File: src/rtl/ccs_pkg.sv
// shared types, widths and codes for the charge cluster statistics block
// no dependencies; used by the controller, datapath, top level and checker
`default_nettype none

package ccs_pkg;

    // field widths
    localparam int unsigned COORD_BITS   = 20;
    localparam int unsigned CHARGE_BITS  = 24;
    localparam int unsigned BASE_W       = 16;
    localparam int unsigned CHARGE_SUM_W = 36;
    localparam int unsigned LENGTH_W     = 34;
    localparam int unsigned PITCH_W      = 32;
    localparam int unsigned STATUS_W     = 2;
    localparam int unsigned MAX_POINTS   = 4096;

    localparam logic [BASE_W-1:0] BASE_RESET = 16'd3000;

    // stream packing
    localparam int unsigned S_TDATA_W = ((3 * COORD_BITS + CHARGE_BITS + 7) / 8) * 8;
    localparam int unsigned M_TDATA_W = ((CHARGE_SUM_W + LENGTH_W + PITCH_W + 7) / 8) * 8;
    localparam int unsigned X_LSB      = 0;
    localparam int unsigned Y_LSB      = COORD_BITS;
    localparam int unsigned Z_LSB      = 2 * COORD_BITS;
    localparam int unsigned Q_LSB      = 3 * COORD_BITS;
    localparam int unsigned SUM_LSB    = 0;
    localparam int unsigned LEN_LSB    = CHARGE_SUM_W;
    localparam int unsigned PITCH_LSB  = CHARGE_SUM_W + LENGTH_W;

    // arithmetic widths
    localparam int unsigned MUL_A_W  = 2 * BASE_W;
    localparam int unsigned MUL_B_W  = COORD_BITS + 1;
    localparam int unsigned PROD_W   = MUL_A_W + MUL_B_W;
    localparam int unsigned SSUM_W   = 2 * COORD_BITS + 1;
    localparam int unsigned PT_RAD_W = 2 * COORD_BITS + 2;
    localparam int unsigned RAD_W    = ((MUL_A_W + SSUM_W + 1) / 2) * 2;
    localparam int unsigned ROOT_W   = RAD_W / 2;
    localparam int unsigned REM_W    = ROOT_W + 2;
    localparam int unsigned PT_STEPS    = PT_RAD_W / 2;
    localparam int unsigned PITCH_STEPS = ROOT_W;
    localparam int unsigned DIV_STEPS   = ROOT_W;
    localparam int unsigned CNT_W       = $clog2(ROOT_W);

    typedef logic signed [COORD_BITS-1:0] coord_t;
    typedef logic [COORD_BITS-1:0]        mag_t;
    typedef logic [CHARGE_BITS-1:0]       charge_t;
    typedef logic [BASE_W-1:0]            base_t;
    typedef logic [CHARGE_SUM_W-1:0]      csum_t;
    typedef logic [LENGTH_W-1:0]          len_t;
    typedef logic [PITCH_W-1:0]           pitch_t;
    typedef logic [MUL_A_W-1:0]           mula_t;
    typedef logic [MUL_B_W-1:0]           mulb_t;
    typedef logic [PROD_W-1:0]            prod_t;
    typedef logic [SSUM_W-1:0]            ssum_t;
    typedef logic [RAD_W-1:0]             rad_t;
    typedef logic [ROOT_W-1:0]            root_t;
    typedef logic [REM_W-1:0]             rem_t;
    typedef logic [CNT_W-1:0]             ccs_cnt_t;
    typedef logic [S_TDATA_W-1:0]         s_tdata_t;
    typedef logic [M_TDATA_W-1:0]         m_tdata_t;

    // result status codes
    typedef enum logic [STATUS_W-1:0] {
        PS_OK        = 2'd0,
        PS_NO_TRACK  = 2'd1,
        PS_ZERO_DZ   = 2'd2,
        PS_SATURATED = 2'd3
    } ccs_status_t;

    // controller states
    typedef enum logic [3:0] {
        ST_IDLE,
        ST_ACC,
        ST_SQ,
        ST_RLOAD,
        ST_ROOT,
        ST_ADD_LEN,
        ST_CHECK,
        ST_PITCH,
        ST_DLOAD,
        ST_DIV,
        ST_EMIT
    } ccs_state_t;

    // multiplier operand selection
    typedef enum logic [2:0] {
        MS_DX,
        MS_DY,
        MS_DZ,
        MS_EX,
        MS_EZ,
        MS_BASE,
        MS_SLO,
        MS_SHI
    } ccs_msel_t;

    // accumulator operations
    typedef enum logic [1:0] {
        ACC_HOLD,
        ACC_CLR,
        ACC_ADD,
        ACC_ADD_SH
    } ccs_acc_op_t;

    // controller to datapath
    typedef struct packed {
        logic        in_load;
        logic        acc_point;
        logic        mul_en;
        ccs_msel_t   msel;
        ccs_acc_op_t acc_op;
        logic        bsq_s_load;
        logic        rt_load;
        logic        rt_wide;
        logic        rt_step;
        logic        len_add;
        logic        ext_load;
        logic        dv_load;
        logic        dv_step;
        logic        out_load;
    } ccs_cmd_t;

    // datapath to controller
    typedef struct packed {
        logic have_prev;
        logic last;
        logic seen_track;
        logic ez_zero;
    } ccs_stat_t;

endpackage

`default_nettype wire

File: src/rtl/charge_cluster_statistics.sv
// top level of the charge cluster statistics block
// depends on ccs_pkg, ccs_ctrl and ccs_dp
//
//   channel   direction  handshake            payload
//   s_        in         s_tvalid / s_tready  s_tdata, s_tuser, s_tlast (one point)
//   m_        out        m_tvalid / m_tready  m_tdata, m_tuser (one cluster result)
//   cfg_      in         cfg_wr_en            cfg_wr_data (base pitch)
//
// after a point that follows another, the input waits through accumulate, square,
// root load, the 21-step integer square root of the squared step and length add;
// after a first point that is not last, only through accumulate; with a track seen
// and a z extent, a last point adds radicand build, 37-step root, 37-step divide
// reset is synchronous, active low; base pitch returns to 3000
// a result waiting in the output register holds the block only when the next
// result is ready to be loaded
`default_nettype none

module charge_cluster_statistics (
    input  wire logic                      aclk,
    input  wire logic                      aresetn,
    input  wire logic                      cfg_wr_en,
    input  wire logic [15:0]               cfg_wr_data,
    input  wire logic                      s_tvalid,
    output logic                           s_tready,
    // pos_x, pos_y, pos_z, charge (from bit 0 up)
    input  wire ccs_pkg::s_tdata_t         s_tdata,
    // on_track
    input  wire logic                      s_tuser,
    input  wire logic                      s_tlast,
    output logic                           m_tvalid,
    input  wire logic                      m_tready,
    // charge_sum, path_length, wire_pitch (from bit 0 up)
    output ccs_pkg::m_tdata_t              m_tdata,
    // pitch_status
    output logic [ccs_pkg::STATUS_W-1:0]   m_tuser
);

    ccs_pkg::ccs_cmd_t    cmd;
    ccs_pkg::ccs_stat_t   st;
    ccs_pkg::csum_t       charge_sum;
    ccs_pkg::len_t        path_length;
    ccs_pkg::pitch_t      wire_pitch;
    ccs_pkg::ccs_status_t pitch_status;

    // sequencer
    ccs_ctrl u_ctrl (
        .aclk     (aclk),
        .aresetn  (aresetn),
        .s_tvalid (s_tvalid),
        .s_tready (s_tready),
        .m_tready (m_tready),
        .m_tvalid (m_tvalid),
        .st       (st),
        .cmd      (cmd)
    );

    // arithmetic and cluster state
    ccs_dp u_dp (
        .aclk         (aclk),
        .aresetn      (aresetn),
        .cfg_wr_en    (cfg_wr_en),
        .cfg_wr_data  (cfg_wr_data),
        .pos_x        (s_tdata[ccs_pkg::X_LSB +: ccs_pkg::COORD_BITS]),
        .pos_y        (s_tdata[ccs_pkg::Y_LSB +: ccs_pkg::COORD_BITS]),
        .pos_z        (s_tdata[ccs_pkg::Z_LSB +: ccs_pkg::COORD_BITS]),
        .charge       (s_tdata[ccs_pkg::Q_LSB +: ccs_pkg::CHARGE_BITS]),
        .on_track     (s_tuser),
        .last_point   (s_tlast),
        .cmd          (cmd),
        .st           (st),
        .charge_sum   (charge_sum),
        .path_length  (path_length),
        .wire_pitch   (wire_pitch),
        .pitch_status (pitch_status)
    );

    // result packing
    assign m_tdata = ccs_pkg::m_tdata_t'({wire_pitch, path_length, charge_sum});
    assign m_tuser = pitch_status;

endmodule

`default_nettype wire

File: src/rtl/ccs_ctrl.sv
// sequencing state machine for the charge cluster statistics block
// depends on ccs_pkg; drives ccs_dp through the command struct
`default_nettype none

module ccs_ctrl (
    input  wire logic              aclk,
    input  wire logic              aresetn,
    input  wire logic              s_tvalid,
    output logic                   s_tready,
    input  wire logic              m_tready,
    output logic                   m_tvalid,
    input  wire ccs_pkg::ccs_stat_t st,
    output ccs_pkg::ccs_cmd_t      cmd
);

    ccs_pkg::ccs_state_t state_reg, state_next;
    ccs_pkg::ccs_cnt_t   cnt_reg, cnt_next;
    logic                pitch_reg, pitch_next;
    logic                m_valid_reg, m_valid_next;

    // state, counter and output valid registers
    always_ff @(posedge aclk) begin
        if (!aresetn) begin
            state_reg   <= ccs_pkg::ST_IDLE;
            cnt_reg     <= '0;
            pitch_reg   <= 1'b0;
            m_valid_reg <= 1'b0;
        end else begin
            state_reg   <= state_next;
            cnt_reg     <= cnt_next;
            pitch_reg   <= pitch_next;
            m_valid_reg <= m_valid_next;
        end
    end

    // next state and commands
    always_comb begin
        state_next = state_reg;
        cnt_next   = cnt_reg;
        pitch_next = pitch_reg;
        cmd        = '0;
        cmd.msel   = ccs_pkg::MS_DX;
        cmd.acc_op = ccs_pkg::ACC_HOLD;
        s_tready   = 1'b0;

        case (state_reg)
            ccs_pkg::ST_IDLE: begin
                s_tready = 1'b1;
                if (s_tvalid) begin
                    cmd.in_load = 1'b1;
                    state_next  = ccs_pkg::ST_ACC;
                end
            end

            ccs_pkg::ST_ACC: begin
                cmd.acc_point = 1'b1;
                cnt_next      = '0;
                if (st.have_prev) begin
                    state_next = ccs_pkg::ST_SQ;
                end else if (st.last) begin
                    state_next = ccs_pkg::ST_CHECK;
                end else begin
                    state_next = ccs_pkg::ST_IDLE;
                end
            end

            // squares of the three step components into the accumulator
            ccs_pkg::ST_SQ: begin
                cnt_next = cnt_reg + ccs_pkg::ccs_cnt_t'(1);
                case (cnt_reg)
                    ccs_pkg::ccs_cnt_t'(0): begin
                        cmd.mul_en = 1'b1;
                        cmd.msel   = ccs_pkg::MS_DX;
                        cmd.acc_op = ccs_pkg::ACC_CLR;
                    end
                    ccs_pkg::ccs_cnt_t'(1): begin
                        cmd.mul_en = 1'b1;
                        cmd.msel   = ccs_pkg::MS_DY;
                        cmd.acc_op = ccs_pkg::ACC_ADD;
                    end
                    ccs_pkg::ccs_cnt_t'(2): begin
                        cmd.mul_en = 1'b1;
                        cmd.msel   = ccs_pkg::MS_DZ;
                        cmd.acc_op = ccs_pkg::ACC_ADD;
                    end
                    default: begin
                        cmd.acc_op = ccs_pkg::ACC_ADD;
                        state_next = ccs_pkg::ST_RLOAD;
                    end
                endcase
            end

            ccs_pkg::ST_RLOAD: begin
                cmd.rt_load = 1'b1;
                cmd.rt_wide = pitch_reg;
                cnt_next    = '0;
                state_next  = ccs_pkg::ST_ROOT;
            end

            // one root bit per cycle
            ccs_pkg::ST_ROOT: begin
                cmd.rt_step = 1'b1;
                cnt_next    = cnt_reg + ccs_pkg::ccs_cnt_t'(1);
                if (pitch_reg) begin
                    if (cnt_reg == ccs_pkg::ccs_cnt_t'(ccs_pkg::PITCH_STEPS - 1)) begin
                        state_next = ccs_pkg::ST_DLOAD;
                    end
                end else begin
                    if (cnt_reg == ccs_pkg::ccs_cnt_t'(ccs_pkg::PT_STEPS - 1)) begin
                        state_next = ccs_pkg::ST_ADD_LEN;
                    end
                end
            end

            ccs_pkg::ST_ADD_LEN: begin
                cmd.len_add = 1'b1;
                state_next  = st.last ? ccs_pkg::ST_CHECK : ccs_pkg::ST_IDLE;
            end

            ccs_pkg::ST_CHECK: begin
                cmd.ext_load = 1'b1;
                cnt_next     = '0;
                if (!st.seen_track || st.ez_zero) begin
                    state_next = ccs_pkg::ST_EMIT;
                end else begin
                    pitch_next = 1'b1;
                    state_next = ccs_pkg::ST_PITCH;
                end
            end

            // radicand base^2 * (ex^2 + ez^2) from partial products
            ccs_pkg::ST_PITCH: begin
                cnt_next = cnt_reg + ccs_pkg::ccs_cnt_t'(1);
                case (cnt_reg)
                    ccs_pkg::ccs_cnt_t'(0): begin
                        cmd.mul_en = 1'b1;
                        cmd.msel   = ccs_pkg::MS_EX;
                        cmd.acc_op = ccs_pkg::ACC_CLR;
                    end
                    ccs_pkg::ccs_cnt_t'(1): begin
                        cmd.mul_en = 1'b1;
                        cmd.msel   = ccs_pkg::MS_EZ;
                        cmd.acc_op = ccs_pkg::ACC_ADD;
                    end
                    ccs_pkg::ccs_cnt_t'(2): begin
                        cmd.mul_en = 1'b1;
                        cmd.msel   = ccs_pkg::MS_BASE;
                        cmd.acc_op = ccs_pkg::ACC_ADD;
                    end
                    ccs_pkg::ccs_cnt_t'(3): begin
                        cmd.bsq_s_load = 1'b1;
                        cmd.acc_op     = ccs_pkg::ACC_CLR;
                    end
                    ccs_pkg::ccs_cnt_t'(4): begin
                        cmd.mul_en = 1'b1;
                        cmd.msel   = ccs_pkg::MS_SLO;
                    end
                    ccs_pkg::ccs_cnt_t'(5): begin
                        cmd.mul_en = 1'b1;
                        cmd.msel   = ccs_pkg::MS_SHI;
                        cmd.acc_op = ccs_pkg::ACC_ADD;
                    end
                    default: begin
                        cmd.acc_op = ccs_pkg::ACC_ADD_SH;
                        state_next = ccs_pkg::ST_RLOAD;
                    end
                endcase
            end

            ccs_pkg::ST_DLOAD: begin
                cmd.dv_load = 1'b1;
                cnt_next    = '0;
                state_next  = ccs_pkg::ST_DIV;
            end

            // one quotient bit per cycle
            ccs_pkg::ST_DIV: begin
                cmd.dv_step = 1'b1;
                cnt_next    = cnt_reg + ccs_pkg::ccs_cnt_t'(1);
                if (cnt_reg == ccs_pkg::ccs_cnt_t'(ccs_pkg::DIV_STEPS - 1)) begin
                    state_next = ccs_pkg::ST_EMIT;
                end
            end

            // hand the result to the output register once it is free
            ccs_pkg::ST_EMIT: begin
                if (!m_valid_reg || m_tready) begin
                    cmd.out_load = 1'b1;
                    pitch_next   = 1'b0;
                    state_next   = ccs_pkg::ST_IDLE;
                end
            end

            default: begin
                state_next = ccs_pkg::ST_IDLE;
            end
        endcase
    end

    // output valid: set on load, cleared when the transaction completes
    always_comb begin
        if (cmd.out_load) begin
            m_valid_next = 1'b1;
        end else if (m_tready) begin
            m_valid_next = 1'b0;
        end else begin
            m_valid_next = m_valid_reg;
        end
    end

    assign m_tvalid = m_valid_reg;

endmodule

`default_nettype wire

File: src/rtl/ccs_dp.sv
// datapath: running sums, extents, shared multiplier, root and divide steps
// depends on ccs_pkg; commanded by ccs_ctrl
`default_nettype none

module ccs_dp (
    input  wire logic                 aclk,
    input  wire logic                 aresetn,
    input  wire logic                 cfg_wr_en,
    input  wire ccs_pkg::base_t       cfg_wr_data,
    input  wire ccs_pkg::coord_t      pos_x,
    input  wire ccs_pkg::coord_t      pos_y,
    input  wire ccs_pkg::coord_t      pos_z,
    input  wire ccs_pkg::charge_t     charge,
    input  wire logic                 on_track,
    input  wire logic                 last_point,
    input  wire ccs_pkg::ccs_cmd_t    cmd,
    output ccs_pkg::ccs_stat_t        st,
    output ccs_pkg::csum_t            charge_sum,
    output ccs_pkg::len_t             path_length,
    output ccs_pkg::pitch_t           wire_pitch,
    output ccs_pkg::ccs_status_t      pitch_status
);

    // magnitude of the difference of two coordinates
    function automatic ccs_pkg::mag_t abs_diff(input ccs_pkg::coord_t a,
                                               input ccs_pkg::coord_t b);
        logic signed [ccs_pkg::COORD_BITS:0] d;
        d = {a[ccs_pkg::COORD_BITS-1], a} - {b[ccs_pkg::COORD_BITS-1], b};
        if (d[ccs_pkg::COORD_BITS]) begin
            d = -d;
        end
        return d[ccs_pkg::COORD_BITS-1:0];
    endfunction

    ccs_pkg::base_t   base_pitch_reg;
    ccs_pkg::coord_t  in_x_reg, in_y_reg, in_z_reg;
    ccs_pkg::charge_t in_q_reg;
    logic             in_trk_reg, in_last_reg;
    ccs_pkg::coord_t  prev_x_reg, prev_y_reg, prev_z_reg;
    logic             have_prev_reg, seen_track_reg;
    ccs_pkg::csum_t   charge_total_reg, charge_total_next;
    ccs_pkg::len_t    length_total_reg, length_total_next;
    ccs_pkg::coord_t  min_x_reg, max_x_reg, min_z_reg, max_z_reg;
    ccs_pkg::mag_t    dx_reg, dy_reg, dz_reg, ex_reg, ez_reg;
    ccs_pkg::mula_t   mul_a, bsq_reg;
    ccs_pkg::mulb_t   mul_b;
    ccs_pkg::prod_t   prod_reg;
    ccs_pkg::rad_t    acc_reg, acc_next;
    ccs_pkg::ssum_t   s_reg;
    ccs_pkg::rad_t    rad_reg;
    ccs_pkg::rem_t    rem_reg, rem_sh, trial;
    ccs_pkg::root_t   root_reg;
    logic             rt_ge;
    ccs_pkg::mag_t    dv_rem_reg;
    ccs_pkg::root_t   dv_quo_reg;
    logic [ccs_pkg::COORD_BITS:0] dv_t, dv_diff;
    logic             dv_ge;
    ccs_pkg::csum_t   out_sum_reg;
    ccs_pkg::len_t    out_len_reg;
    ccs_pkg::pitch_t  out_pitch_reg;
    ccs_pkg::ccs_status_t out_status_reg, status_next;

    logic [ccs_pkg::CHARGE_SUM_W:0] csum_wide;
    logic [ccs_pkg::LENGTH_W:0]     lsum_wide;

    // saturating charge and length sums
    always_comb begin
        csum_wide = {1'b0, charge_total_reg}
                  + {{(ccs_pkg::CHARGE_SUM_W + 1 - ccs_pkg::CHARGE_BITS){1'b0}}, in_q_reg};
        charge_total_next = csum_wide[ccs_pkg::CHARGE_SUM_W] ? '1
                          : csum_wide[ccs_pkg::CHARGE_SUM_W-1:0];
        lsum_wide = {1'b0, length_total_reg}
                  + {{(ccs_pkg::LENGTH_W + 1 - ccs_pkg::PT_STEPS){1'b0}},
                     root_reg[ccs_pkg::PT_STEPS-1:0]};
        length_total_next = lsum_wide[ccs_pkg::LENGTH_W] ? '1
                          : lsum_wide[ccs_pkg::LENGTH_W-1:0];
    end

    // configuration and cluster control state
    always_ff @(posedge aclk) begin
        if (!aresetn) begin
            base_pitch_reg   <= ccs_pkg::BASE_RESET;
            have_prev_reg    <= 1'b0;
            seen_track_reg   <= 1'b0;
            charge_total_reg <= '0;
            length_total_reg <= '0;
        end else begin
            if (cfg_wr_en) begin
                base_pitch_reg <= cfg_wr_data;
            end
            if (cmd.out_load) begin
                have_prev_reg    <= 1'b0;
                seen_track_reg   <= 1'b0;
                charge_total_reg <= '0;
                length_total_reg <= '0;
            end else begin
                if (cmd.acc_point) begin
                    have_prev_reg    <= 1'b1;
                    charge_total_reg <= charge_total_next;
                    if (in_trk_reg) begin
                        seen_track_reg <= 1'b1;
                    end
                end
                if (cmd.len_add) begin
                    length_total_reg <= length_total_next;
                end
            end
        end
    end

    // point capture, previous point, step components and extents
    always_ff @(posedge aclk) begin
        if (cmd.in_load) begin
            in_x_reg    <= pos_x;
            in_y_reg    <= pos_y;
            in_z_reg    <= pos_z;
            in_q_reg    <= charge;
            in_trk_reg  <= on_track;
            in_last_reg <= last_point;
        end
        if (cmd.acc_point) begin
            dx_reg     <= abs_diff(in_x_reg, prev_x_reg);
            dy_reg     <= abs_diff(in_y_reg, prev_y_reg);
            dz_reg     <= abs_diff(in_z_reg, prev_z_reg);
            prev_x_reg <= in_x_reg;
            prev_y_reg <= in_y_reg;
            prev_z_reg <= in_z_reg;
            if (in_trk_reg) begin
                if (!seen_track_reg || in_x_reg < min_x_reg) min_x_reg <= in_x_reg;
                if (!seen_track_reg || in_x_reg > max_x_reg) max_x_reg <= in_x_reg;
                if (!seen_track_reg || in_z_reg < min_z_reg) min_z_reg <= in_z_reg;
                if (!seen_track_reg || in_z_reg > max_z_reg) max_z_reg <= in_z_reg;
            end
        end
        if (cmd.ext_load) begin
            ex_reg <= ccs_pkg::mag_t'(max_x_reg - min_x_reg);
            ez_reg <= ccs_pkg::mag_t'(max_z_reg - min_z_reg);
        end
    end

    // shared multiplier operand selection
    always_comb begin
        case (cmd.msel)
            ccs_pkg::MS_DX: begin
                mul_a = ccs_pkg::mula_t'(dx_reg);
                mul_b = ccs_pkg::mulb_t'(dx_reg);
            end
            ccs_pkg::MS_DY: begin
                mul_a = ccs_pkg::mula_t'(dy_reg);
                mul_b = ccs_pkg::mulb_t'(dy_reg);
            end
            ccs_pkg::MS_DZ: begin
                mul_a = ccs_pkg::mula_t'(dz_reg);
                mul_b = ccs_pkg::mulb_t'(dz_reg);
            end
            ccs_pkg::MS_EX: begin
                mul_a = ccs_pkg::mula_t'(ex_reg);
                mul_b = ccs_pkg::mulb_t'(ex_reg);
            end
            ccs_pkg::MS_EZ: begin
                mul_a = ccs_pkg::mula_t'(ez_reg);
                mul_b = ccs_pkg::mulb_t'(ez_reg);
            end
            ccs_pkg::MS_BASE: begin
                mul_a = ccs_pkg::mula_t'(base_pitch_reg);
                mul_b = ccs_pkg::mulb_t'(base_pitch_reg);
            end
            ccs_pkg::MS_SLO: begin
                mul_a = bsq_reg;
                mul_b = s_reg[ccs_pkg::MUL_B_W-1:0];
            end
            ccs_pkg::MS_SHI: begin
                mul_a = bsq_reg;
                mul_b = ccs_pkg::mulb_t'(s_reg[ccs_pkg::SSUM_W-1:ccs_pkg::MUL_B_W]);
            end
            default: begin
                mul_a = '0;
                mul_b = '0;
            end
        endcase
    end

    // accumulator
    always_comb begin
        case (cmd.acc_op)
            ccs_pkg::ACC_CLR:    acc_next = '0;
            ccs_pkg::ACC_ADD:    acc_next = acc_reg + ccs_pkg::rad_t'(prod_reg);
            ccs_pkg::ACC_ADD_SH: acc_next = acc_reg
                                          + (ccs_pkg::rad_t'(prod_reg) << ccs_pkg::MUL_B_W);
            default:             acc_next = acc_reg;
        endcase
    end

    // root step: two radicand bits in, one root bit out
    always_comb begin
        rem_sh = {rem_reg[ccs_pkg::REM_W-3:0], rad_reg[ccs_pkg::RAD_W-1 -: 2]};
        trial  = {root_reg, 2'b01};
        rt_ge  = (rem_sh >= trial);
    end

    // divide step: one quotient bit out
    always_comb begin
        dv_t    = {dv_rem_reg, dv_quo_reg[ccs_pkg::ROOT_W-1]};
        dv_diff = dv_t - {1'b0, ez_reg};
        dv_ge   = (dv_t >= {1'b0, ez_reg});
    end

    // multiplier, accumulator, root and divide registers
    always_ff @(posedge aclk) begin
        if (cmd.mul_en) begin
            prod_reg <= mul_a * mul_b;
        end
        acc_reg <= acc_next;
        if (cmd.bsq_s_load) begin
            bsq_reg <= prod_reg[ccs_pkg::MUL_A_W-1:0];
            s_reg   <= acc_reg[ccs_pkg::SSUM_W-1:0];
        end
        if (cmd.rt_load) begin
            rad_reg  <= cmd.rt_wide ? acc_reg
                                    : (acc_reg << (ccs_pkg::RAD_W - ccs_pkg::PT_RAD_W));
            rem_reg  <= '0;
            root_reg <= '0;
        end else if (cmd.rt_step) begin
            rad_reg  <= rad_reg << 2;
            rem_reg  <= rt_ge ? (rem_sh - trial) : rem_sh;
            root_reg <= {root_reg[ccs_pkg::ROOT_W-2:0], rt_ge};
        end
        if (cmd.dv_load) begin
            dv_rem_reg <= '0;
            dv_quo_reg <= root_reg;
        end else if (cmd.dv_step) begin
            dv_rem_reg <= dv_ge ? dv_diff[ccs_pkg::COORD_BITS-1:0]
                                : dv_t[ccs_pkg::COORD_BITS-1:0];
            dv_quo_reg <= {dv_quo_reg[ccs_pkg::ROOT_W-2:0], dv_ge};
        end
    end

    // result status
    always_comb begin
        if (!seen_track_reg) begin
            status_next = ccs_pkg::PS_NO_TRACK;
        end else if (st.ez_zero) begin
            status_next = ccs_pkg::PS_ZERO_DZ;
        end else if (|dv_quo_reg[ccs_pkg::ROOT_W-1:ccs_pkg::PITCH_W]) begin
            status_next = ccs_pkg::PS_SATURATED;
        end else begin
            status_next = ccs_pkg::PS_OK;
        end
    end

    // output register
    always_ff @(posedge aclk) begin
        if (cmd.out_load) begin
            out_sum_reg    <= charge_total_reg;
            out_len_reg    <= length_total_reg;
            out_pitch_reg  <= (status_next == ccs_pkg::PS_OK)
                            ? dv_quo_reg[ccs_pkg::PITCH_W-1:0] : '0;
            out_status_reg <= status_next;
        end
    end

    assign st.have_prev  = have_prev_reg;
    assign st.last       = in_last_reg;
    assign st.seen_track = seen_track_reg;
    assign st.ez_zero    = (max_z_reg == min_z_reg);

    assign charge_sum   = out_sum_reg;
    assign path_length  = out_len_reg;
    assign wire_pitch   = out_pitch_reg;
    assign pitch_status = out_status_reg;

endmodule

`default_nettype wire

File: config.mk
export PLATFORM = sky130hd
export DESIGN_NAME = charge_cluster_statistics
export DESIGN_NICKNAME = d
export VERILOG_FILES = /design/src/rtl/ccs_pkg.sv /design/src/rtl/charge_cluster_statistics.sv /design/src/rtl/ccs_ctrl.sv /design/src/rtl/ccs_dp.sv
export SDC_FILE = /design/constraint.sdc
export NUM_CORES = 2
export LEC_CHECK = 0
export BUFFER_PORTS_ARGS = -buffer_cell sky130_fd_sc_hd__buf_2
export CORE_UTILIZATION = 60
export CTS_BUF_LIST = sky130_fd_sc_hd__clkbuf_4 sky130_fd_sc_hd__clkbuf_8 sky130_fd_sc_hd__clkbuf_16
export DETAILED_ROUTE_END_ITERATION = 12
export MAX_ROUTING_LAYER = met4
export PLACE_DENSITY_LB_ADDON = 0.3
export SETUP_SLACK_MARGIN = 0.4
export SKIP_LAST_GASP = 1
export SLEW_MARGIN = 20
export SYNTH_ARGS = -nofsm -noshare
export SYNTH_HDL_FRONTEND = slang
export SYNTH_SLANG_ARGS = --single-unit
export TNS_END_PERCENT = 20
File: constraint.sdc
create_clock -name aclk -period 18.1 [get_ports aclk]
set_input_delay 0 -clock aclk [delete_from_list [all_inputs] [get_ports aclk]]
set_output_delay 0 -clock aclk [all_outputs]
set_load 0.01 [all_outputs]
# ---- Yosys cells after proc, flatten, opt, wreduce, memory -nomap -nowiden
# Index checks and enable logic that the tools add are counted.
dict set report totals {
  word_cells 188
  out_inout_bits 108
  in_bits 111
  register_bits 935
}
dict set report op_classes {
  n_eq_ne 36
  magnitude_cmp 6
  bitwise_logic 1
  mux 55
  n_reduce_logical 34
  multipliers 1
  n_addsub 15
}
# op count
set op_table {}
lappend op_table {{$pmux 32 s7} 1}
lappend op_table {{$mux 74} 3}
lappend op_table {{$pmux 74 s3} 1}
lappend op_table {{$pmux 21 s8} 1}
lappend op_table {{$mux 37} 3}
lappend op_table {{$mux 20} 4}
lappend op_table {{$add 74x53->74} 1}
lappend op_table {{$add 74x74->74} 1}
lappend op_table {{$sub 20x20->21} 3}
lappend op_table {{$neg 20->20} 3}
lappend op_table {{$sub 20x20->20} 3}
lappend op_table {{$mul 32x21->53} 1}
lappend op_table {{$pmux 4 s11} 1}
lappend op_table {{$gt 20x20->1} 2}
lappend op_table {{$lt 20x20->1} 2}
lappend op_table {{$mux 4} 10}
lappend op_table {{$ge 39x39->1} 1}
lappend op_table {{$add 36x24->37} 1}
lappend op_table {{$sub 37x37->37} 1}
lappend op_table {{$mux 36} 1}
lappend op_table {{$add 34x21->35} 1}
lappend op_table {{$mux 34} 1}
lappend op_table {{$pmux 6 s2} 2}
lappend op_table {{$ge 21x20->1} 1}
lappend op_table {{other kinds (44)} 99}

# ---- Longest topological paths before layout
dict set report logic_depth {
  word_depth 8
  depth_mapped 43
}

# ---- Hierarchy
# Synthesis repeated with hierarchy kept, for this count alone.
dict set report unflattened {
  cells_unflattened 7538
  hier_area_um2 74051.0
}
# module area_each_um2 cells_each n_inst
set by_module_without_submodules {}
lappend by_module_without_submodules {ccs_dp 72824.8 7373 1}
lappend by_module_without_submodules {ccs_ctrl 1207.4 162 1}
lappend by_module_without_submodules {charge_cluster_statistics 18.8 3 1}

# ---- Worst setup path after synthesis
# OpenSTA, ideal clock, no wires.
dict set report synth_path {
  path_kind {register to register}
  start {register u_ctrl.cnt_reg[0]}
  end {register u_dp.prod_reg[48] (data pin)}
  synth_period_minus_slack_ns 9.397
  setup_time_ns 0.259
  t_required_ns 17.841
  n_path_buf 4
  arrival_time_ns 9.138
  path_slack_ns 8.703
  stages_incl_launch_ff 39
  path_cell_list {dfxtp_1 -> inv_1 -> ha_1 -> nor2b_1 -> o311ai_0 -> o21a_1 -> buf_2 -> buf_2 -> nand2_1 -> a21oi_1 -> nor2_1 -> nor2_1 -> buf_2 -> nand2_1 -> fa_1 -> inv_1 -> fa_1 -> inv_1 -> [... 3 more ...] -> fa_1 -> fa_1 -> inv_1 -> fa_1 -> inv_1 -> ha_1 -> clkbuf_1 -> a21oi_1 -> o21ai_0 -> o41ai_1 -> nor3b_2 -> a21oi_1 -> a221o_1 -> a2111o_1 -> a31oi_1 -> o21ai_1 -> a21oi_1 -> xnor2_1}
}
dict set report synth_between {
  elab_chain_cells 7
  elab_cells_between_ends 20
  classes_between {1 x mul; 11 x eq/ne; 5 x mux; 3 x reduce/logical}
}
# item line
set synth_rtl {}
lappend synth_rtl {{start, declared} ccs_ctrl.sv:17} ;# ccs_pkg::ccs_cnt_t cnt_reg, cnt_next;
lappend synth_rtl {{start signal, assigned} ccs_ctrl.sv:30} ;# cnt_reg <= cnt_next;
lappend synth_rtl {{$eq 6x3->1, or another cell as far along} ccs_ctrl.sv:134} ;# case (cnt_reg)
lappend synth_rtl {{$pmux 4 s5 / $pmux 4 s3 (equally long branches)} {ccs_ctrl.sv:134, ccs_ctrl.sv:70}}
lappend synth_rtl {{$pmux 6 s2 *} ccs_ctrl.sv:46} ;# case (state_reg)
lappend synth_rtl {{$eq 3x3->1} ccs_dp.sv:143} ;# case (cmd.msel)
lappend synth_rtl {{$reduce_or 2->1 (no line)} -}
lappend synth_rtl {{$pmux 32 s7} ccs_dp.sv:143}
lappend synth_rtl {{$mul 32x21->53 *} ccs_dp.sv:211} ;# prod_reg <= mul_a * mul_b;
lappend synth_rtl {{end signal, assigned} ccs_dp.sv:211}
lappend synth_rtl {{end, declared} ccs_dp.sv:47} ;# ccs_pkg::prod_t prod_reg;
# Every way passes the cells marked *; elsewhere a longest branch is shown, timed or not.
# A chain may end at the register's enable or synchronous reset.

# ---- Final worst setup path
dict set report layout_path {
  start {register u_ctrl.state_reg[2]}
  end {register u_dp.prod_reg[51] (data pin)}
}
dict set report layout_between {
  elab_chain_cells 6
  elab_cells_between_ends 15
  classes_between {1 x mul; 9 x eq/ne; 3 x mux; 2 x reduce/logical}
}
# item line
set layout_rtl {}
lappend layout_rtl {{start, declared} ccs_ctrl.sv:16} ;# ccs_pkg::ccs_state_t state_reg, state_next;
lappend layout_rtl {{start signal, assigned} ccs_ctrl.sv:24} ;# state_reg <= ccs_pkg::ST_IDLE;
lappend layout_rtl {{start signal, assigned} ccs_ctrl.sv:29} ;# state_reg <= state_next;
lappend layout_rtl {{$eq 4x3->1 / $eq 4x2->1 (equally long branches)} ccs_ctrl.sv:46}
lappend layout_rtl {{$pmux 6 s2 *} ccs_ctrl.sv:46}
lappend layout_rtl {{$eq 3x3->1} ccs_dp.sv:143}
lappend layout_rtl {{$reduce_or 2->1 (no line)} -}
lappend layout_rtl {{$pmux 32 s7} ccs_dp.sv:143}
lappend layout_rtl {{$mul 32x21->53 *} ccs_dp.sv:211}
# Marks and branches as above.

==> key figures <==
CTS
  – Num Clock Sinks: 935
  – CTS tree: done
  – Max Buffers Root-to-Sink: 3
  – Cts bufs inserted: 97
  – CTS Root Cell: clkbuf_16
  – H-Tree Level Count: 3
  – Clock latency on the worst-skew pair: 0.72 ns
  – Clk pin slew, worst setup/hold paths: 0.06 ns

Global routing
  – Largest net degree at the start of global routing: 94
  – GRT Total Usage: 0.348
  – Initial antenna violation count: 3
  – First-pass GRT wire length: 327000 µm
  – Total grt overflow: 0
  – Number of global-route vias before repair: 58700

Worst setup path
  – CP arrival: 12.98 ns
  – CP top delay family: compound AO/OA/AOI/OAI gates
  – R2R Setup Slk: 5.56 ns
  – R2r endpoint: u_dp.prod_reg[51]$_DFFE_PP_
  – CP max FO: 18
  – Slowest stage delay, CP: 0.92 ns
  – Slowest CP cell: o221ai_1
  – CP endpoint kind: register
  – Worst reg2reg path startpoint: u_ctrl.state_reg[2]$_SDFFE_PN0P_
  – Critical path class: register to register
  – WP data required: 18.54 ns
  – Worst path bufs/invs: 4
  – Critical path launch point type: register
  – R2r worst-path depth: 32
  – CP most frequent cell: fa_1

Synthesis
  – Post-synth EDFFs: 741
  – Yosys top cell area share: 0.300
  – Post-synthesis register bit count: 935
  – Avg Cell Area, Syn: 9.74 µm²
  – Ys async rst share: 0
  – Synthesis Warnings: 0
  – Netlist Area Pre-Place: 74100 µm²
  – Synthesized instance count: 7603
  – Synth top area cells: edfxtp_1, fa_1, ha_1
  – Synth cell types: 99
  – Area leader, netlist: edfxtp_1
  – Post-synthesis sequential area ratio: 0.353
  – Commonest register cell after synthesis: edfxtp_1

Route
  – Drt wl/cell: 22.0 µm
  – Via density: 6.10
  – DR vias: 58800
  – Antenna Nets Post-Route: 0
  – # DRC: 0
  – First-pass DRT Iterations: 6
  – Initial drt markers: 5855
  – Detailed-route wire length: 212000 µm

Min path
  – HP Class: input pin to register
  – Min-delay src: s_tdata[62]
  – Hold Path Cell Cnt: 2
  – Worst Hold End: u_dp.in_q_reg[2]$_DFFE_PP_

Floorplan
  – Die Ht: 353 µm
  – Die Area: 125000 µm²
  – Core box area: 122000 µm²
  – Rows: 128
  – Initial Util: 0.607
  – IO Pins: 219
  – Chip Width: 353 µm

Timing
  – Worst-Margin Slew: 1.25 ns
  – Fin Setup TNS: 0 ns
  – Final min period: 12.54 ns
  – Fmax: 79.8 MHz
  – Unrepaired setup endpoints after global routing: false
  – Fin. max-slew vios: 0
  – Setup Viol. Count Final: 0
  – Fin. Hold Viols: 0
  – Clock skew: 0.0585 ns
  – Slew Limit Headroom: 0.166
  – Tcrit/Tclk final: 0.693

Placed design
  – Detail Placement HPWL: 155000 µm
  – IO buf count: 212
  – GPL Wtd Cong: 1.02

Finish
  – Commonest non-fill, non-tap cell in the layout: inv_1
  – Syn-to-layout area delta: 10.8%
  – Layout fillers: 9298
  – Layout cells sized above 1: 0.0766
  – Most frequent cells in the layout: inv_1, nand2_1, edfxtp_1
  – Total Nets Final: 9171

Flow run
  – Maximum Capacitance Violations: 0

Status
  – Status: finished, final reports clean
layer usage:
layer / global-route usage / part of all wire
met1: 0.438 / 0.39
met3: 0.0789 / 0.10
met4: 0.164 / 0.054
met2: 0.533 / 0.45
met5: - / 0
cell usage after synthesis (all sizes together) (76+ instances only):
master  number
a21o       200
a21oi      437
and2        76
buf         80
clkbuf     208
dfxtp      194
edfxtp     741
fa         577
ha         558
inv        966
mux2i       90
nand2      907
nand3      121
nor2       591
nor3       122
o21ai      357
o22ai       88
xnor2      229
xor2       145
stage by stage:
step	setup WS (ns)	area [µm²]	utilization	hold slack (ns)	instances
2_1_floorplan	8.70	74100	-	0.0989	7604
6_report	5.56	82100	0.673	0.0450	9630
5_1_grt	4.90	82100	0.673	0.0304	9630
3_3_place_gp	6.23	76700	0.629	0.176	9241
4_1_cts	5.88	82000	0.672	0.000814	9628
3_5_place_dp	5.94	76700	0.629	0.178	9241
worst register-to-register path: cells and delay by family (launching register included):
kind,cells,cell delay (ns)
adders and majority gates,8,3.68
buffers and inverters,4,0.26
AOI/OAI and AO/OA,13,5.25
xor gates and xnor gates,1,0.08
and+or+nand+nor,6,2.49
DFF,1,0.52
final cells by class:
| type | count | area (µm²) | share of cell area |
|---|---|---|---|
| Multi-Input combinational cell | 5415 | 43200 | 0.527 |
| Sequential cell | 935 | 26100 | 0.318 |
| Timing Repair Buffer | 510 | 3830 | 0.0466 |
| Inverter | 966 | 3640 | 0.0443 |
| Clock buffer | 127 | 2730 | 0.0333 |
| Tap cell | 1625 | 2030 | 0.0248 |
| Clock inverter | 50 | 477 | 0.00581 |
| Antenna cell | 2 | 5.00 | 0.0000610 |
how the worst max path moves through the flow:
stage                                           from                           to  slack, ns  depth (start not counted)
CTS                   u_ctrl.cnt_reg[0]$_SDFFE_PN0P_  u_dp.prod_reg[51]$_DFFE_PP_       5.88                         35
detailed placement    u_ctrl.cnt_reg[0]$_SDFFE_PN0P_  u_dp.prod_reg[51]$_DFFE_PP_       5.94                         35
floorplan             u_ctrl.cnt_reg[0]$_SDFFE_PN0P_  u_dp.prod_reg[48]$_DFFE_PP_       8.70                         38
global placement    u_ctrl.state_reg[1]$_SDFFE_PN0P_  u_dp.prod_reg[51]$_DFFE_PP_       6.23                         32
global route        u_ctrl.state_reg[2]$_SDFFE_PN0P_  u_dp.prod_reg[51]$_DFFE_PP_       4.90                         36
finish              u_ctrl.state_reg[2]$_SDFFE_PN0P_  u_dp.prod_reg[51]$_DFFE_PP_       5.56                         32
repair_timing:
item / CTS / global route
hold endpoints to repair: 129 / 0
hold buffers: 210 / 0
gates resized for setup: 0 / 0
buffers inserted: 0 / 0
logic make-up (layout without fill, tap and decap cells):
family          count (synthesis)  after routing  share of synthesized area
fa+ha+maj                    1135           1135                      0.250
simple gates                 2216           2216                      0.134
other cells                     1              4                  0.0000506
flops                         935            935                      0.353
compound gates               1559           1559                      0.135
buf+inv                      1254           1653                     0.0653
xor+xnor                      375            375                     0.0445
mux                           128            128                     0.0179
Power is left out: the tool's default activity adds up to more than one toggle a clock period on the data nets, which glitch-free logic cannot reach.
